`src/rtl/cpe_pkg.sv`:
```
// Types and constants shared by the pair energy block.
package cpe_pkg;

    localparam int COORD_W  = 32;
    localparam int CHARGE_W = 16;
    localparam int ENERGY_W = 48;
    localparam int STATUS_W = 2;

    localparam int MAG_W   = COORD_W + 1;
    localparam int SQ_W    = 2 * MAG_W;
    localparam int DIST_W  = 66;
    localparam int PROD_W  = 2 * CHARGE_W;
    localparam int PMAG_W  = PROD_W - 1;

    localparam int ROOT_W  = DIST_W / 2 + 16;
    localparam int CQ_W    = 43;
    localparam int CORE_D  = 39;
    localparam int Q1_W    = 128;
    localparam int Q2_W    = 104;
    localparam int Q3_W    = 80;
    localparam int Q4_W    = 56;
    localparam int SUM_W   = Q4_W + 2;

    localparam int CORE_LAT  = Q1_W + Q2_W + Q3_W + Q4_W;
    localparam int COUL_LAT  = ROOT_W + CQ_W;
    localparam int CDELAY    = CORE_LAT - COUL_LAT;

    localparam logic [STATUS_W-1:0] ST_EXACT    = 2'd0;
    localparam logic [STATUS_W-1:0] ST_OVERFLOW = 2'd1;
    localparam logic [STATUS_W-1:0] ST_COINCIDE = 2'd2;

    localparam logic signed [ENERGY_W-1:0] E_MAX = {1'b0, {(ENERGY_W-1){1'b1}}};
    localparam logic signed [ENERGY_W-1:0] E_MIN = {1'b1, {(ENERGY_W-1){1'b0}}};

    typedef struct packed {
        logic signed [COORD_W-1:0]  first_x;
        logic signed [COORD_W-1:0]  first_y;
        logic signed [COORD_W-1:0]  first_z;
        logic signed [CHARGE_W-1:0] first_charge;
        logic signed [COORD_W-1:0]  second_x;
        logic signed [COORD_W-1:0]  second_y;
        logic signed [COORD_W-1:0]  second_z;
        logic signed [CHARGE_W-1:0] second_charge;
    } in_t;

    typedef struct packed {
        logic signed [ENERGY_W-1:0] pair_energy;
        logic [STATUS_W-1:0]        energy_status;
    } out_t;

    typedef struct packed {
        logic [DIST_W-1:0]        dist_sq;
        logic signed [PROD_W-1:0] charge_prod;
    } pair_t;

    typedef struct packed {
        logic coincide;
        logic close;
        logic core_en;
        logic neg;
    } side_t;

endpackage

```
`src/rtl/cpe_fifo.sv`:
```
// Short queue between the front and back parts.
module cpe_fifo #(
    parameter int DEPTH = 4
) (
    input  logic          clk,
    input  logic          rst_n,
    input  logic          push,
    input  cpe_pkg::pair_t wdata,
    input  logic          pop,
    output cpe_pkg::pair_t rdata,
    output logic          full,
    output logic          empty
);

    localparam int PW = (DEPTH > 1) ? $clog2(DEPTH) : 1;
    localparam int CW = $clog2(DEPTH + 1);

    cpe_pkg::pair_t mem_reg [DEPTH];
    logic [PW-1:0]  wr_ptr_reg, wr_ptr_next;
    logic [PW-1:0]  rd_ptr_reg, rd_ptr_next;
    logic [CW-1:0]  count_reg, count_next;

    assign full  = count_reg == CW'(DEPTH);
    assign empty = count_reg == '0;
    assign rdata = mem_reg[rd_ptr_reg];

    always_comb
    begin
        wr_ptr_next = wr_ptr_reg;
        rd_ptr_next = rd_ptr_reg;
        count_next  = count_reg;
        if (push)
        begin
            wr_ptr_next = (wr_ptr_reg == PW'(DEPTH - 1)) ? '0 : wr_ptr_reg + 1'b1;
        end
        if (pop)
        begin
            rd_ptr_next = (rd_ptr_reg == PW'(DEPTH - 1)) ? '0 : rd_ptr_reg + 1'b1;
        end
        if (push && !pop)
        begin
            count_next = count_reg + 1'b1;
        end
        else if (pop && !push)
        begin
            count_next = count_reg - 1'b1;
        end
    end

    always_ff @(posedge clk or negedge rst_n)
    begin
        if (!rst_n)
        begin
            wr_ptr_reg <= '0;
            rd_ptr_reg <= '0;
            count_reg  <= '0;
        end
        else
        begin
            wr_ptr_reg <= wr_ptr_next;
            rd_ptr_reg <= rd_ptr_next;
            count_reg  <= count_next;
        end
    end

    always_ff @(posedge clk)
    begin
        if (push)
        begin
            mem_reg[wr_ptr_reg] <= wdata;
        end
    end

endmodule

```
`config.mk`:
```
export PLATFORM = sky130hd
export DESIGN_NAME = cpe_fifo
export DESIGN_NICKNAME = d
export VERILOG_FILES = /design/src/rtl/cpe_pkg.sv /design/src/rtl/cpe_fifo.sv
export SDC_FILE = /design/constraint.sdc
export NUM_CORES = 1
export LEC_CHECK = 0
export ABC_AREA = 1
export CORE_MARGIN = 2
export CORE_UTILIZATION = 35
export CTS_CLUSTER_DIAMETER = 200
export DETAILED_ROUTE_END_ITERATION = 8
export DONT_BUFFER_PORTS = 1
export PLACE_DENSITY_LB_ADDON = 0.25
export SYNTH_ARGS = -nofsm -noshare
export SYNTH_HDL_FRONTEND = slang
export SYNTH_SLANG_ARGS = --single-unit
export TNS_END_PERCENT = 1
```
`constraint.sdc`:
```
create_clock -name clk -period 3.17 [get_ports clk]
set_input_delay 0.634 -clock clk [delete_from_list [all_inputs] [get_ports clk]]
set_output_delay 0.634 -clock clk [all_outputs]
set_load 0.01 [all_outputs]
```
==> results.txt <==
The tree is rooted in a clkbuf_16. The worst clock skew is ~0.0052 ns. The worst-case reg-to-reg path depth is 5. From synthesis to final layout, the design area changed by 12.20%. After detailed routing, the total wire length is 33430 um. The H-tree depth reported by CTS is 2. The sequential share of the synthesized area is 0.7433. The category of the worst setup path launch point is a flop.

The count of nets left with antenna violations after detail routing is 0. Setup repair after global routing left no endpoint under its margin. The detailed router placed roughly 8.6k vias in this run. The worst setup path is captured at an output pin. The via count of the first global-routing pass is roughly 8.5k. The post-synthesis area per instance is 13.45 um2. Summed over all layers, the global routing overflow is 0. The number of unique standard cell types used by synthesis is 19.

The post-DP HPWL is about 20000 um. The overall die height came out at about 220 um. The worst slack at placement is around 0.84 ns.

The areal power density over the cells came out at around 910 mW/mm2. The cell row count is ~80. VDD sags by at most 0.5453 mV.

The first detailed-routing pass ran for 6 iterations. The share of post-route cells with drive strength above 1 is 0.07380. The count of final max-slew check failures came to 0.

The number of flip-flops in the largest register came out at between 300 and 400. The reported leakage power came out at between 6 and 7 nW. Entering global routing, the biggest net connects 80 pins. The net count of the mapped netlist is between 1k and 1.5k. The area used by multi-input combinational logic is roughly 0.0028 mm2. For this run, design rule violations remaining after detail routing come to 0.

The critical path is of the flop to output pin type. The actual slew at the worst max-slew pin is 0.5751 ns. The count of boundary I/O pins is 202.

The total negative setup slack is 0 ns. The CTS buffer count came out at between 40 and 50. The tree built by TritonCTS fans out to 399 sinks. The data arrival time of the critical path came out at approximately 2.2 ns.

The number of port buffers came out at 0. Counting the fill cells in the layout gives 4227. The flip-flop and latch count after synthesis is 399. The worst relative slew slack came out at 0.6166.

The maximum fanout encountered on the critical timing path is 36. The number of nets in the layout is ~1.3k. After layout, the worst setup slack is around 0.33 ns. For this run, asynchronously set or reset flops after synthesis account for 0.01754. The clock reaches the later pin of the worst-skew pair after 0.55 ns. The global-route total usage across every layer came out at 0.1414. The via density per instance came out at 4.670.

The post-CTS setup buffer count came out at 0. STA puts the critical path data required time at between 2 and 3 ns. The detailed router finished its first iteration with 464 violations. The area occupied by registers is 0.01195 mm2. Subtracting the final worst setup slack from the clock period gives 2.841 ns.

In this run, post-CTS repair resized a total of 0 instances. The worst hold path was traced through 0 stages. The number of max-cap violations is 0.

The core outline area came out at ~0.045 mm2. After clock tree synthesis, the clock-pin slew on the worst setup and hold paths is ~0.060 ns. The final-report hold violation count came out at 0. The most used flip-flop cell after synthesis is edfxtp_1. The fraction of the cycle the final worst path needs came out at 0.8963. The first global-routing pass estimated approximately 50000 um of wire. Summing every instance area after synthesis gives roughly 0.016 mm2. The clock passes through at most 3 buffers.

Dividing the detail-routed wire length by the instance count gives 18.24 um. The total of warnings raised by yosys came out at 0. The min-delay analysis places its worst path in the category input port to flop. The highest attainable clock frequency came out at between 300 and 400 MHz.

The TritonCTS clock tree is yes. The count of flip-flops with a built-in enable after synthesis is around 390. The number of antenna diodes in the final layout is 0.

The weighted congestion at the end of routability-driven global placement is roughly 0.73. The floorplan step defined a die boundary enclosing 0.04765 mm2. The number of antenna violations at the first check in global routing is 0. The overall die width is 218.3 um. The run finished with clean final reports. The effective utilization at floorplan is 0.3542. The count of final setup violators is 0. The synthesized netlist cell count is 1195.
-- where the power goes --
part | internal [W] | switching (W)
clock network | 0.00310 | 0.00198
registers | 0.00676 | 0.000281
logic | 0.00111 | 0.00314
total | 0.0110 | 0.00540
-- critical path, cell delays in order, from the launching register on --
cell	delay (ns)
dfrtp_4	0.74
buf_4	0.51
o211ai_1	0.18
nand2_1	0.18
-- layer usage --
| metal | GRT usage | up-vias | share of wire |
|---|---|---|---|
| met5 | 0 | - | 0 |
| met2 | 0.2297 | 173 | 0.47 |
| li1 | - | 4192 | - |
| met1 | 0.1761 | 4135 | 0.43 |
| met4 | 0.04603 | 0 | 0.025 |
| met3 | 0.04983 | 60 | 0.072 |
-- Yosys cell counts, types with 2 or more instances --
| master | number | area, um2 |
|---|---|---|
| buf_6 | 36 | 405.4 |
| nand2_1 | 310 | 1164 |
| inv_1 | 207 | 777.0 |
| dfrtp_1 | 7 | 175.2 |
| ha_1 | 6 | 75.07 |
| edfxtp_1 | 392 | 11770 |
| nor3_1 | 2 | 10.01 |
| buf_4 | 4 | 30.03 |
| o211ai_1 | 196 | 1471 |
| buf_2 | 24 | 120.1 |
| o21ai_0 | 3 | 15.01 |
-- cells by family (layout without fill, tap and decap cells) --
kind of cell / after synthesis / in the layout / share of synthesized area
xor+xnor: 1 / 1 / 0.0005450
fa+ha+maj: 7 / 7 / 0.005916
flops: 399 / 399 / 0.7433
buf+inv: 273 / 311 / 0.08353
compound gates: 200 / 200 / 0.09279
simple gates: 315 / 315 / 0.07395
-- layout by cell type (no fill, tap or decap) --
master         synthesis  layout
nor2_1                 1       1
nand3_1                1       1
nand4_1                1       1
dfrtp_4                0       1
bufinv_16              0       6
clkbuf_8               0       1
dlygate4sd3_1          0       1
clkinv_2               0       6
inv_8                  0       1
buf_12                 0      10
inv_4                  1       5
ha_1                   6       6
nand2_1              310     310
buf_4                  4      13
nor3_1                 2       2
xnor2_1                1       1
inv_1                207     203
clkbuf_1               0      12
o21ai_1                1       1
edfxtp_1             392     392
clkbuf_16              0      45
o211ai_1             196     196
clkinv_1               0       5
dfrtp_1                7       6
o21ai_0                3       3
clkinvlp_4             0       3
fa_1                   1       1
-- area by class of cell --
cell class | count | share of cell area
clock inverter | 20 | 0.01395
tap | 600 | 0.04163
multi-input combinational | 523 | 0.1544
timing repair buffer | 24 | 0.01707
sequential | 399 | 0.6627
inverter | 209 | 0.04461
clock buffer | 58 | 0.06570
-- timing repair --
action / CTS / global route
setup endpoints to repair: 0 / 0
hold buffers: 1 / 0
endpoints found under the hold margin: 7 / 0
-- final timing paths --
kind / slack [ns] / to / from
hold reg to reg: 0.51 / count_reg[2]$_DFFE_PN0P_ / count_reg[2]$_DFFE_PN0P_
setup reg to reg: 1.19 / mem_reg[2][14]$_DFFE_PP_ / wr_ptr_reg[0]$_DFFE_PN0P_
setup / recovery: 0.33 / rdata[13] / rd_ptr_reg[1]$_DFFE_PN0P_
hold / removal: 0.17 / mem_reg[3][16]$_DFFE_PP_ / wdata[16]
min in group asynchronous: 0.43 / count_reg[2]$_DFFE_PN0P_ / rst_n
max in group asynchronous: 2.44 / rd_ptr_reg[1]$_DFFE_PN0P_ / rst_n
-- stage by stage --
step                        util  total power [W]  hold slack [ns]  instance area (um2)  cells
after global placement    0.3655          0.01151           0.3387                16590   1754
final                     0.3974          0.01637           0.1745                18030   1833
after floorplan                -          0.01058           0.3384                16070   1195
after CTS                 0.3974          0.01671           0.1281                18030   1833
after detailed placement  0.3655          0.01157           0.3387                16590   1754
after global routing      0.3974          0.01737           0.1295                18030   1833
(Power assumes the default switching activity.)
